`config.mk`:
```
export PLATFORM = sky130hd
export DESIGN_NAME = hysteresis_crossing_frequency_meter_core
export DESIGN_NICKNAME = d
export VERILOG_FILES = /design/src/rtl/hcfm_pkg.sv /design/src/rtl/hcfm_div.sv /design/src/rtl/hcfm_front.sv /design/src/rtl/hcfm_back.sv /design/src/rtl/hysteresis_crossing_frequency_meter_core.sv
export SDC_FILE = /design/constraint.sdc
export NUM_CORES = 2
export LEC_CHECK = 0
export BUFFER_PORTS_ARGS = -buffer_cell sky130_fd_sc_hd__buf_4
export CAP_MARGIN = 20
export CORE_MARGIN = 1.5
export CORE_UTILIZATION = 60
export DETAILED_ROUTE_END_ITERATION = 12
export GPL_ROUTABILITY_DRIVEN = 0
export PLACE_DENSITY_LB_ADDON = 0.12
export SLEW_MARGIN = 10
export SYNTH_ARGS = -nofsm -noshare
export SYNTH_HDL_FRONTEND = slang
export SYNTH_SLANG_ARGS = --single-unit
```
`constraint.sdc`:
```
create_clock -name clk -period 17.4 [get_ports clk]
set_clock_uncertainty 0.05 [all_clocks]
set_input_delay 2.61 -clock clk [delete_from_list [all_inputs] [get_ports clk]]
set_output_delay 2.61 -clock clk [all_outputs]
set_load 0.1 [all_outputs]
```
`src/rtl/hcfm_pkg.sv`:
```
// Shared types and constants of the hysteresis crossing frequency meter.
`default_nettype none
package hcfm_pkg;

  localparam int unsigned ADDR_W = 4;
  localparam logic [1:0] REG_SAMPLE_RATE = 2'd0;
  localparam logic [1:0] REG_THRESHOLD   = 2'd1;
  localparam logic [1:0] REG_HYSTERESIS  = 2'd2;

  localparam logic [31:0] RATE_RESET = 32'd48000;
  localparam logic [9:0]  MILLI      = 10'd1000;
  localparam logic [63:0] ONE_Q16    = 64'h0000_0000_0001_0000;

  typedef struct packed {
    logic signed [15:0] sample;
    logic               end_of_block;
  } hcfm_in_t;

  typedef struct packed {
    logic        sample_rejected;
    logic        report_valid;
    logic [63:0] average_period_q16;
    logic [31:0] frequency_millihz;
    logic [31:0] periods_counted;
  } hcfm_out_t;

  // Item as it leaves the front end: the sample plus its level classification.
  typedef struct packed {
    logic signed [15:0] sample;
    logic               end_of_block;
    logic               at_or_below_lower;
    logic               at_or_above_thr;
    logic               at_or_above_upper;
  } hcfm_item_t;

  typedef struct packed {
    logic [31:0]        sample_rate_hz;
    logic signed [15:0] threshold_level;
    logic [15:0]        hysteresis_band;
  } hcfm_cfg_t;

  typedef enum logic [3:0] {
    ST_IDLE,
    ST_EVAL,
    ST_INTERP,
    ST_CONF,
    ST_CHECK,
    ST_REPORT,
    ST_MEAN,
    ST_ROUND,
    ST_FREQ,
    ST_OUT
  } hcfm_state_t;

endpackage
`default_nettype wire

```
`src/rtl/hcfm_div.sv`:
```
// Shared bit-serial restoring divider, one quotient bit per cycle.
`default_nettype none
module hcfm_div (
  input  wire logic        clk,
  input  wire logic        rst_n,
  input  wire logic        start,
  input  wire logic [63:0] dividend,
  input  wire logic [63:0] divisor,
  output logic             done,
  output logic [63:0]      quotient,
  output logic [63:0]      remainder
);

  logic        busy_r, busy_nxt;
  logic [5:0]  cnt_r, cnt_nxt;
  logic [63:0] rem_r, rem_nxt;
  logic [63:0] quo_r, quo_nxt;
  logic [63:0] div_r, div_nxt;
  logic        done_r, done_nxt;
  logic [64:0] shifted;
  logic [64:0] diff;

  always_comb begin
    shifted  = {rem_r, quo_r[63]};
    diff     = shifted - {1'b0, div_r};
    busy_nxt = busy_r;
    cnt_nxt  = cnt_r;
    rem_nxt  = rem_r;
    quo_nxt  = quo_r;
    div_nxt  = div_r;
    done_nxt = 1'b0;
    if (start) begin
      busy_nxt = 1'b1;
      cnt_nxt  = 6'd0;
      rem_nxt  = 64'd0;
      quo_nxt  = dividend;
      div_nxt  = divisor;
    end else if (busy_r) begin
      if (!diff[64]) begin
        rem_nxt = diff[63:0];
      end else begin
        rem_nxt = shifted[63:0];
      end
      quo_nxt = {quo_r[62:0], ~diff[64]};
      cnt_nxt = cnt_r + 6'd1;
      if (cnt_r == 6'd63) begin
        busy_nxt = 1'b0;
        done_nxt = 1'b1;
      end
    end
  end

  always_ff @(posedge clk) begin
    if (!rst_n) begin
      busy_r <= 1'b0;
      cnt_r  <= 6'd0;
      done_r <= 1'b0;
    end else begin
      busy_r <= busy_nxt;
      cnt_r  <= cnt_nxt;
      done_r <= done_nxt;
    end
    rem_r <= rem_nxt;
    quo_r <= quo_nxt;
    div_r <= div_nxt;
  end

  assign done      = done_r;
  assign quotient  = quo_r;
  assign remainder = rem_r;

endmodule
`default_nettype wire

```
`src/rtl/hcfm_front.sv`:
```
// Front end: takes input transfers, classifies each sample against the levels and queues it.
`default_nettype none
module hcfm_front (
  input  wire logic               clk,
  input  wire logic               rst_n,
  input  wire hcfm_pkg::hcfm_cfg_t cfg,
  input  wire logic               in_valid,
  output logic                    in_stall,
  input  wire hcfm_pkg::hcfm_in_t in_data,
  output logic                    item_valid,
  output hcfm_pkg::hcfm_item_t    item,
  input  wire logic               item_pop
);

  hcfm_pkg::hcfm_item_t mem_r [2];
  logic       wr_ptr_r, wr_ptr_nxt;
  logic       rd_ptr_r, rd_ptr_nxt;
  logic [1:0] count_r, count_nxt;
  logic       push;
  logic       pop;
  logic signed [17:0] lower_raw, upper_raw;
  logic signed [17:0] lower, upper;
  logic signed [17:0] x_ext, thr_ext;
  hcfm_pkg::hcfm_item_t cls;

  always_comb begin
    x_ext     = 18'(in_data.sample);
    thr_ext   = 18'(cfg.threshold_level);
    lower_raw = thr_ext - $signed({2'b00, cfg.hysteresis_band});
    upper_raw = thr_ext + $signed({2'b00, cfg.hysteresis_band});
    lower     = (lower_raw < -18'sd32768) ? -18'sd32768 : lower_raw;
    upper     = (upper_raw > 18'sd32767) ? 18'sd32767 : upper_raw;
    cls.sample            = in_data.sample;
    cls.end_of_block      = in_data.end_of_block;
    cls.at_or_below_lower = (x_ext <= lower);
    cls.at_or_above_thr   = (x_ext >= thr_ext);
    cls.at_or_above_upper = (x_ext >= upper);
  end

  assign in_stall   = (count_r == 2'd2);
  assign push       = in_valid && !in_stall;
  assign item_valid = (count_r != 2'd0);
  assign pop        = item_pop && item_valid;
  assign item       = mem_r[rd_ptr_r];

  always_comb begin
    wr_ptr_nxt = push ? ~wr_ptr_r : wr_ptr_r;
    rd_ptr_nxt = pop ? ~rd_ptr_r : rd_ptr_r;
    count_nxt  = count_r + {1'b0, push} - {1'b0, pop};
  end

  always_ff @(posedge clk) begin
    if (!rst_n) begin
      wr_ptr_r <= 1'b0;
      rd_ptr_r <= 1'b0;
      count_r  <= 2'd0;
    end else begin
      wr_ptr_r <= wr_ptr_nxt;
      rd_ptr_r <= rd_ptr_nxt;
      count_r  <= count_nxt;
    end
    if (push) begin
      mem_r[wr_ptr_r] <= cls;
    end
  end

endmodule
`default_nettype wire

```
`src/rtl/hcfm_back.sv`:
```
// Back end: crossing tracking, period accumulation, report computation and result register.
`default_nettype none
module hcfm_back #(
  parameter int unsigned INDEX_BITS = 48
) (
  input  wire logic                 clk,
  input  wire logic                 rst_n,
  input  wire hcfm_pkg::hcfm_cfg_t  cfg,
  input  wire logic                 clear,
  input  wire logic                 item_valid,
  input  wire hcfm_pkg::hcfm_item_t item,
  output logic                      item_pop,
  output logic                      out_valid,
  input  wire logic                 out_stall,
  output hcfm_pkg::hcfm_out_t       out_data
);

  hcfm_pkg::hcfm_state_t state_r, state_nxt;

  // Architectural state.
  logic signed [15:0]    prev_r;
  logic [INDEX_BITS-1:0] idx_r;
  logic [63:0]           pend_pos_r;
  logic [63:0]           last_pos_r;
  logic [63:0]           sum_r;
  logic [31:0]           total_r;
  logic                  started_r, armed_r, pending_r, have_last_r;

  // Per-item working registers.
  hcfm_pkg::hcfm_item_t  cur_r;
  logic [63:0]           base_r;
  logic [63:0]           npos_r;
  logic [63:0]           period_r;
  logic                  n_pend_pre_r;
  logic                  acc_r, n_armed_r, n_pend_r;
  logic                  rej_r, valid_r;
  logic [63:0]           q_r;
  logic [41:0]           num_r;
  logic [31:0]           freq_r;
  logic                  out_valid_r;
  hcfm_pkg::hcfm_out_t   out_r;

  logic        div_start;
  logic [63:0] div_dividend, div_divisor;
  logic        div_done;
  logic [63:0] div_quo, div_rem;

  logic signed [16:0]    off_full, span_full;
  logic [15:0]           off, span;
  logic [INDEX_BITS-1:0] idx_dec;
  logic [63:0]           base_c;
  logic                  base_rej, rise_cross;
  logic                  c_acc, c_armed, c_pend;
  logic [64:0]           sum65;
  logic                  chk_rej;
  logic                  mean_up;
  logic                  out_free;

  hcfm_div u_div (
    .clk       (clk),
    .rst_n     (rst_n),
    .start     (div_start),
    .dividend  (div_dividend),
    .divisor   (div_divisor),
    .done      (div_done),
    .quotient  (div_quo),
    .remainder (div_rem)
  );

  always_comb begin
    off_full   = 17'(cfg.threshold_level) - 17'(prev_r);
    span_full  = 17'(cur_r.sample) - 17'(prev_r);
    off        = off_full[15:0];
    span       = span_full[15:0];
    idx_dec    = idx_r - {{(INDEX_BITS-1){1'b0}}, 1'b1};
    base_c     = 64'(idx_dec) << 16;
    base_rej   = (cfg.sample_rate_hz == 32'd0) || (idx_r == {INDEX_BITS{1'b1}});
    rise_cross = armed_r && !pending_r && (prev_r < cfg.threshold_level) &&
                 cur_r.at_or_above_thr;
    // Arm / confirm decision once the candidate crossing is known.
    c_acc   = 1'b0;
    c_armed = armed_r;
    c_pend  = n_pend_pre_r;
    if (armed_r) begin
      if (n_pend_pre_r) begin
        if (cur_r.at_or_above_upper) begin
          c_acc   = 1'b1;
          c_armed = 1'b0;
          c_pend  = 1'b0;
        end else if (!cur_r.at_or_above_thr) begin
          c_pend = 1'b0;
        end
      end
    end else if (cur_r.at_or_below_lower) begin
      c_armed = 1'b1;
      c_pend  = 1'b0;
    end
    sum65   = {1'b0, sum_r} + {1'b0, period_r};
    chk_rej = acc_r && have_last_r &&
              ((period_r == 64'd0) || sum65[64] || (total_r == 32'hFFFF_FFFF));
    mean_up = (div_rem[31:0] >= (total_r - {1'b0, total_r[31:1]}));
    out_free = !out_valid_r || !out_stall;
  end

  // Next state.
  always_comb begin
    state_nxt = state_r;
    case (state_r)
      hcfm_pkg::ST_IDLE: begin
        if (item_valid) state_nxt = hcfm_pkg::ST_EVAL;
      end
      hcfm_pkg::ST_EVAL: begin
        if (base_rej) begin
          state_nxt = hcfm_pkg::ST_OUT;
        end else if (!started_r) begin
          state_nxt = hcfm_pkg::ST_REPORT;
        end else if (rise_cross && (off < span)) begin
          state_nxt = hcfm_pkg::ST_INTERP;
        end else begin
          state_nxt = hcfm_pkg::ST_CONF;
        end
      end
      hcfm_pkg::ST_INTERP: begin
        if (div_done) state_nxt = hcfm_pkg::ST_CONF;
      end
      hcfm_pkg::ST_CONF:  state_nxt = hcfm_pkg::ST_CHECK;
      hcfm_pkg::ST_CHECK: state_nxt = hcfm_pkg::ST_REPORT;
      hcfm_pkg::ST_REPORT: begin
        if (cur_r.end_of_block && !rej_r && (total_r != 32'd0)) begin
          state_nxt = hcfm_pkg::ST_MEAN;
        end else begin
          state_nxt = hcfm_pkg::ST_OUT;
        end
      end
      hcfm_pkg::ST_MEAN: begin
        if (div_done) state_nxt = hcfm_pkg::ST_ROUND;
      end
      hcfm_pkg::ST_ROUND: begin
        state_nxt = (q_r == 64'd0) ? hcfm_pkg::ST_OUT : hcfm_pkg::ST_FREQ;
      end
      hcfm_pkg::ST_FREQ: begin
        if (div_done) state_nxt = hcfm_pkg::ST_OUT;
      end
      hcfm_pkg::ST_OUT: begin
        if (out_free) state_nxt = hcfm_pkg::ST_IDLE;
      end
      default: state_nxt = hcfm_pkg::ST_IDLE;
    endcase
  end

  // Outputs of the sequencer.
  always_comb begin
    item_pop     = 1'b0;
    div_start    = 1'b0;
    div_dividend = {32'd0, off, 16'd0};
    div_divisor  = {48'd0, span};
    case (state_r)
      hcfm_pkg::ST_IDLE: item_pop = item_valid;
      hcfm_pkg::ST_EVAL: begin
        div_start = !base_rej && started_r && rise_cross && (off < span);
      end
      hcfm_pkg::ST_REPORT: begin
        div_start    = cur_r.end_of_block && !rej_r && (total_r != 32'd0);
        div_dividend = sum_r;
        div_divisor  = {32'd0, total_r};
      end
      hcfm_pkg::ST_ROUND: begin
        div_start    = (q_r != 64'd0);
        div_dividend = {6'd0, num_r, 16'd0} + {1'b0, q_r[63:1]};
        div_divisor  = q_r;
      end
      default: begin
        div_start = 1'b0;
      end
    endcase
  end

  always_ff @(posedge clk) begin
    if (!rst_n) begin
      state_r     <= hcfm_pkg::ST_IDLE;
      out_valid_r <= 1'b0;
      prev_r      <= '0;
      idx_r       <= '0;
      pend_pos_r  <= '0;
      last_pos_r  <= '0;
      sum_r       <= '0;
      total_r     <= '0;
      started_r   <= 1'b0;
      armed_r     <= 1'b0;
      pending_r   <= 1'b0;
      have_last_r <= 1'b0;
    end else begin
      state_r <= state_nxt;
      if ((state_r == hcfm_pkg::ST_OUT) && out_free) begin
        out_valid_r <= 1'b1;
      end else if (out_valid_r && !out_stall) begin
        out_valid_r <= 1'b0;
      end
      if (clear) begin
        prev_r      <= '0;
        idx_r       <= '0;
        pend_pos_r  <= '0;
        last_pos_r  <= '0;
        sum_r       <= '0;
        total_r     <= '0;
        started_r   <= 1'b0;
        armed_r     <= 1'b0;
        pending_r   <= 1'b0;
        have_last_r <= 1'b0;
      end else begin
        case (state_r)
          hcfm_pkg::ST_EVAL: begin
            if (!base_rej && !started_r) begin
              prev_r    <= cur_r.sample;
              armed_r   <= cur_r.at_or_below_lower;
              started_r <= 1'b1;
              idx_r     <= idx_r + {{(INDEX_BITS-1){1'b0}}, 1'b1};
            end
          end
          hcfm_pkg::ST_CHECK: begin
            if (!chk_rej) begin
              if (acc_r) begin
                if (have_last_r) begin
                  sum_r   <= sum65[63:0];
                  total_r <= total_r + 32'd1;
                end
                last_pos_r  <= npos_r;
                have_last_r <= 1'b1;
              end
              armed_r    <= n_armed_r;
              pending_r  <= n_pend_r;
              pend_pos_r <= npos_r;
              prev_r     <= cur_r.sample;
              idx_r      <= idx_r + {{(INDEX_BITS-1){1'b0}}, 1'b1};
            end
          end
          default: begin
            idx_r <= idx_r;
          end
        endcase
      end
    end

    // Working registers need no reset.
    case (state_r)
      hcfm_pkg::ST_IDLE: begin
        if (item_valid) cur_r <= item;
      end
      hcfm_pkg::ST_EVAL: begin
        rej_r        <= base_rej;
        valid_r      <= 1'b0;
        base_r       <= base_c;
        n_pend_pre_r <= pending_r || rise_cross;
        if (rise_cross) begin
          npos_r <= base_c + hcfm_pkg::ONE_Q16;
        end else begin
          npos_r <= pend_pos_r;
        end
      end
      hcfm_pkg::ST_INTERP: begin
        if (div_done) npos_r <= base_r + {48'd0, div_quo[15:0]};
      end
      hcfm_pkg::ST_CONF: begin
        acc_r     <= c_acc;
        n_armed_r <= c_armed;
        n_pend_r  <= c_pend;
        period_r  <= npos_r - last_pos_r;
      end
      hcfm_pkg::ST_CHECK: begin
        rej_r <= chk_rej;
      end
      hcfm_pkg::ST_REPORT: begin
        num_r <= 42'(cfg.sample_rate_hz) * 42'(hcfm_pkg::MILLI);
      end
      hcfm_pkg::ST_MEAN: begin
        if (div_done) q_r <= div_quo + {63'd0, mean_up};
      end
      hcfm_pkg::ST_FREQ: begin
        if (div_done) begin
          freq_r  <= (div_quo[63:32] != 32'd0) ? 32'hFFFF_FFFF : div_quo[31:0];
          valid_r <= 1'b1;
        end
      end
      hcfm_pkg::ST_OUT: begin
        if (out_free) begin
          out_r.sample_rejected    <= rej_r;
          out_r.report_valid       <= valid_r;
          out_r.average_period_q16 <= valid_r ? q_r : 64'd0;
          out_r.frequency_millihz  <= valid_r ? freq_r : 32'd0;
          out_r.periods_counted    <= total_r;
        end
      end
      default: begin
        cur_r <= cur_r;
      end
    endcase
  end

  assign out_valid = out_valid_r;
  assign out_data  = out_r;

endmodule
`default_nettype wire

```
`src/rtl/hysteresis_crossing_frequency_meter_core.sv`:
```
// Top level of the hysteresis crossing frequency meter: register port and the two halves.
`default_nettype none
// The meter takes signed 16-bit samples and gives one result transfer per sample. A
// rising crossing is armed at or below threshold minus hysteresis and confirmed at or
// above threshold plus hysteresis; its position is interpolated to 1/65536 of a sample
// and the periods between crossings are summed. A sample with end_of_block set also
// reports the rounded mean period (Q48.16) and the frequency in millihertz. The front
// end classifies samples and holds up to two in a queue, so input transfers continue
// while the back end works and while a finished result waits for the sink. The back
// end handles one sample at a time. Interpolating a crossing and computing a report
// use the shared bit-serial divider, which makes one quotient bit per cycle over 64
// bits. Writing any register clears all measurement state; writes are expected only
// while the block is idle. There is no clearing pass after reset.
module hysteresis_crossing_frequency_meter_core #(
  parameter int unsigned INDEX_BITS = 48
) (
  input  wire logic                        clk,
  input  wire logic                        rst_n,
  input  wire logic                        in_valid,
  output logic                             in_stall,
  input  wire hcfm_pkg::hcfm_in_t          in_data,
  output logic                             out_valid,
  input  wire logic                        out_stall,
  output hcfm_pkg::hcfm_out_t              out_data,
  input  wire logic                        psel,
  input  wire logic                        penable,
  input  wire logic                        pwrite,
  input  wire logic [hcfm_pkg::ADDR_W-1:0] paddr,
  input  wire logic [31:0]                 pwdata,
  output logic [31:0]                      prdata,
  output logic                             pready
);

  hcfm_pkg::hcfm_cfg_t  cfg_r;
  logic                 cfg_write;
  logic                 cfg_hit;
  logic                 item_valid;
  logic                 item_pop;
  hcfm_pkg::hcfm_item_t item;

  assign pready    = 1'b1;
  assign cfg_write = psel && penable && pwrite && pready;

  // A write to any of the three registers also clears the measurement state.
  always_comb begin
    case (paddr[3:2])
      hcfm_pkg::REG_SAMPLE_RATE: begin
        cfg_hit = 1'b1;
        prdata  = cfg_r.sample_rate_hz;
      end
      hcfm_pkg::REG_THRESHOLD: begin
        cfg_hit = 1'b1;
        prdata  = {16'd0, cfg_r.threshold_level};
      end
      hcfm_pkg::REG_HYSTERESIS: begin
        cfg_hit = 1'b1;
        prdata  = {16'd0, cfg_r.hysteresis_band};
      end
      default: begin
        cfg_hit = 1'b0;
        prdata  = 32'd0;
      end
    endcase
  end

  always_ff @(posedge clk) begin
    if (!rst_n) begin
      cfg_r.sample_rate_hz  <= hcfm_pkg::RATE_RESET;
      cfg_r.threshold_level <= 16'sd0;
      cfg_r.hysteresis_band <= 16'd0;
    end else if (cfg_write) begin
      case (paddr[3:2])
        hcfm_pkg::REG_SAMPLE_RATE: cfg_r.sample_rate_hz  <= pwdata;
        hcfm_pkg::REG_THRESHOLD:   cfg_r.threshold_level <= pwdata[15:0];
        hcfm_pkg::REG_HYSTERESIS:  cfg_r.hysteresis_band <= pwdata[15:0];
        default: begin
          cfg_r <= cfg_r;
        end
      endcase
    end
  end

  hcfm_front u_front (
    .clk        (clk),
    .rst_n      (rst_n),
    .cfg        (cfg_r),
    .in_valid   (in_valid),
    .in_stall   (in_stall),
    .in_data    (in_data),
    .item_valid (item_valid),
    .item       (item),
    .item_pop   (item_pop)
  );

  hcfm_back #(
    .INDEX_BITS (INDEX_BITS)
  ) u_back (
    .clk        (clk),
    .rst_n      (rst_n),
    .cfg        (cfg_r),
    .clear      (cfg_write && cfg_hit),
    .item_valid (item_valid),
    .item       (item),
    .item_pop   (item_pop),
    .out_valid  (out_valid),
    .out_stall  (out_stall),
    .out_data   (out_data)
  );

endmodule
`default_nettype wire
```
==> results.yml <==
logic_synthesis:
  ys.flop_type: "edfxtp_1"
  synthXorXnorAreaFrac_pct: 6.81
  synth_compound_area_share_pct: 15.3
  synth_warnings: 0
  synth.distinct_cells: 80
  synthMuxAreaShare_pct: 3.37
  synth_edf_count: 635
  synth_top_family_by_area: "simple AND/OR/NAND/NOR gates"
  syn_area_per_cell_um2: 9.40
  synthSimpleGateAreaFrac_pct: 16.3
  synth_area_um2: 69300
  yosysSeqAreaShare_pct: 40.1
  asyncSetResetFlopFracSynth_pct: 0
  postSynthCellCount: 7374
  synthAdderAreaFrac_pct: 14.1
  ys_ff_latch: 1072
  syn_nets: 8139
grt:
  grt_first_pass_wirelength_um: 293000
  grt_max_degree: 167
  grt_pass1_vias: 51200
  grt_usage_pct: 31.9
  antenna_found_initial: 9
  grt-ovfl-total: 0
floorplanning:
  dieWidth_um: 343
  dieHeight_um: 343
  start_util_pct: 60.5
  io_pins: 225
  num_rows: 124
  dieArea_um2: 118000
  core_um2: 115000
min_path:
  holdPathStages: 2
  hold_class: "reg -> reg"
  hp-start: "u_back.prev_r[8]$_SDFFE_PP0P_"
timing:
  tightest_slew_ps: 1120
  setup_violations: 0
  max_freq_mhz: 115
  min_period_ps: 8690
  fin_crit_sh_pct: 49.9
  drv_slew: 0
  hold_viol: 0
  maxSlewHeadroom_pct: 24.8
  rsz0062_at_grt: "false"
  setup_tns_ps: 0
clock_tree:
  cts_root_buffer: "clkbuf_16"
  post-cts-setup-buffer-count: 0
  cts_hold_buf: 0
  cts_tree: "yes"
  cts_max_level: 3
  clk_latency_ps: 730
  cts_resized: 0
  cts_buffers: 114
  cts.sinks: 1072
  cts_max_path_buffers: 3
  path_clk_slew_ps: 70
placement:
  dpl.cell_count: 8839
  hpwl_um: 141000
  io_buffers: 221
run_status:
  outcome: "finished, violations left"
  violations: "design-rule violations"
setup_path:
  crit_type: "reg -> reg"
  startpoint: "u_back.total_r[0]$_SDFFE_PP0P_"
  slowest_delay_ps: 700
  crit_slowest_cell: "a41oi_1"
  crit_path_end_kind: "register"
  path_delay_family: "simple AND/OR/NAND/NOR gates"
  critPathMaxFanout: 6
  crit_buf_inv: 1
  required_ps: 17830
  arrival_ps: 9120
  cp_common_cell: "ha_1"
  reg2reg_depth: 31
  cp_num_cells: 31
  startpoint_type: "register"
  r2r-start: "u_back.total_r[0]$_SDFFE_PP0P_"
routing:
  antenna_left: 0
  routed_wl_um: 191000
  via_per_inst: 6.05
  wl_per_cell_um: 21.1
  vias: 54800
  drt_iter0_drc: 5177
  post-route-drc-count: 12
  first_pass_iters: 12
pwr:
  power_density_nw_per_um2: 132
  peakVddDrop_uv: 136
  power_leakage_uw: 0.0298
finish:
  drive_above_1_share_pct: 7.17
  nets: 8213
  fin_util_pct: 66.5
  syn2layout_area_growth_pct: 9.82
  n_fill_cell: 9207
  post_layout_nonfiller_instances: 9063
flow_run:
  max_cap_violations: 0
## metrics by stage
step / power (uW) / hold WS, ps / setup slack, ps / cell area, um2
6_report: 10000 / 405 / 8710 / 76100
5_1_grt: 10600 / 418 / 8330 / 76100
4_1_cts: 9950 / 405 / 8940 / 76000
3_5_place_dp: 7420 / 392 / 8990 / 72200
3_3_place_gp: 7330 / 383 / 9090 / 72200
2_1_floorplan: 6330 / 378 / 7800 / 69300
## Yosys cell counts (all sizes together), types with 39 or more instances
master | n | area [um2]
o21ai | 382 | 1910
o21bai | 75 | 563
mux2i | 206 | 2060
nand2b | 67 | 419
o21a | 45 | 338
clkbuf | 269 | 1010
buf | 42 | 183
nand4 | 101 | 632
dfxtp | 437 | 8750
nor3 | 114 | 571
o31ai | 41 | 308
nand2 | 724 | 2720
a21o | 190 | 1430
and2 | 172 | 1080
nor4 | 64 | 413
inv | 419 | 1570
edfxtp | 635 | 19100
ha | 578 | 7230
fa | 127 | 2540
and3 | 89 | 557
nor2b | 71 | 444
xnor2 | 361 | 3160
or3 | 69 | 432
nand3 | 168 | 846
a21boi | 80 | 601
a211oi | 39 | 298
nor2 | 617 | 2320
a21oi | 627 | 3140
xor2 | 178 | 1560
a31oi | 61 | 382
## cells in the final DEF (no fill, tap or decap), types with 167 or more instances in the layout
cell / synthesis / final
nand3_1: 167 / 167
a21oi_1: 627 / 625
dfxtp_1: 437 / 435
edfxtp_1: 635 / 635
xor2_1: 178 / 177
mux2i_1: 206 / 206
buf_4: 1 / 263
a21o_1: 190 / 190
nor2_1: 617 / 613
and2_1: 171 / 170
inv_1: 419 / 416
nand2_1: 724 / 719
xnor2_1: 361 / 361
ha_1: 578 / 578
o21ai_0: 369 / 368
## cells by family (layout without fill, tap and decap cells)
| family | count (synthesis) | in the layout |
|---|---|---|
| AOI/OAI and AO/OA | 1729 | 1729 |
| xor gates and xnor gates | 539 | 539 |
| adders and majority gates | 705 | 705 |
| buffers and inverters | 730 | 905 |
| DFF | 1072 | 1072 |
| muxes | 230 | 230 |
| other | 1 | 3 |
| and+or+nand+nor | 2368 | 2368 |
## final timing paths
kind / end / slack [ps]
min reg2reg: u_back.prev_r[8]$_SDFFE_PP0P_ / 400
max: u_back.q_r[62]$_DFFE_PP_ / 8710
max reg2reg: u_back.q_r[62]$_DFFE_PP_ / 8710
min: u_back.prev_r[8]$_SDFFE_PP0P_ / 400
## state kept, by name (all words and copies together), names as in the netlist, 64 cells and up
| signal | flops |
|---|---|
| u_back.pend_pos_r | 64 |
| u_back.npos_r | 64 |
| cfg_r | 64 |
| u_back.period_r | 64 |
| u_back.last_pos_r | 64 |
| u_back.u_div.remainder | 64 |
| u_back.u_div.quotient | 64 |
| u_back.sum_r | 64 |
| u_back.out_data | 130 |
| u_back.q_r | 64 |
| u_back.u_div.div_r | 64 |
## per-layer routing
layer | track usage, % | part of all wire (%) | vias up
li1 | - | - | 26400
met1 | 43.7 | 42 | 26000
met2 | 49.1 | 44 | 2007
met3 | 4.79 | 8.0 | 423
met4 | 16.2 | 5.5 | 10
met5 | 0 | 0.038 | -
## worst register-to-register path, delay by kind of cell (launching register included)
kind	cells	cell delay, ps
XOR/XNOR	1	140
AND/OR/NAND/NOR	14	3310
flip-flops	1	510
AO/OA/AOI/OAI	11	3200
adder cells (fa/ha/maj)	4	1100
buffers and inverters	1	150
## report_power, final
part	internal [uW]	switching [uW]	leakage [uW]	total (uW)
clock network	1460	1070	0.00190	2520
logic	1550	2540	0.0185	4090
registers	3140	259	0.00933	3400
## final cells by class
class	instances	area [um2]	area share [%]
clock buffers	148	3100	4.08
repair buffers	269	2070	2.72
diodes	2	5.00	0.00658
flip-flops and latches	1072	27800	36.6
multi-input cells	5572	38900	51.1
clock inverters	69	781	1.03
inverters	419	1570	2.07
well taps	1512	1890	2.49
No activity file was read; power rests on OpenSTA's default activity.
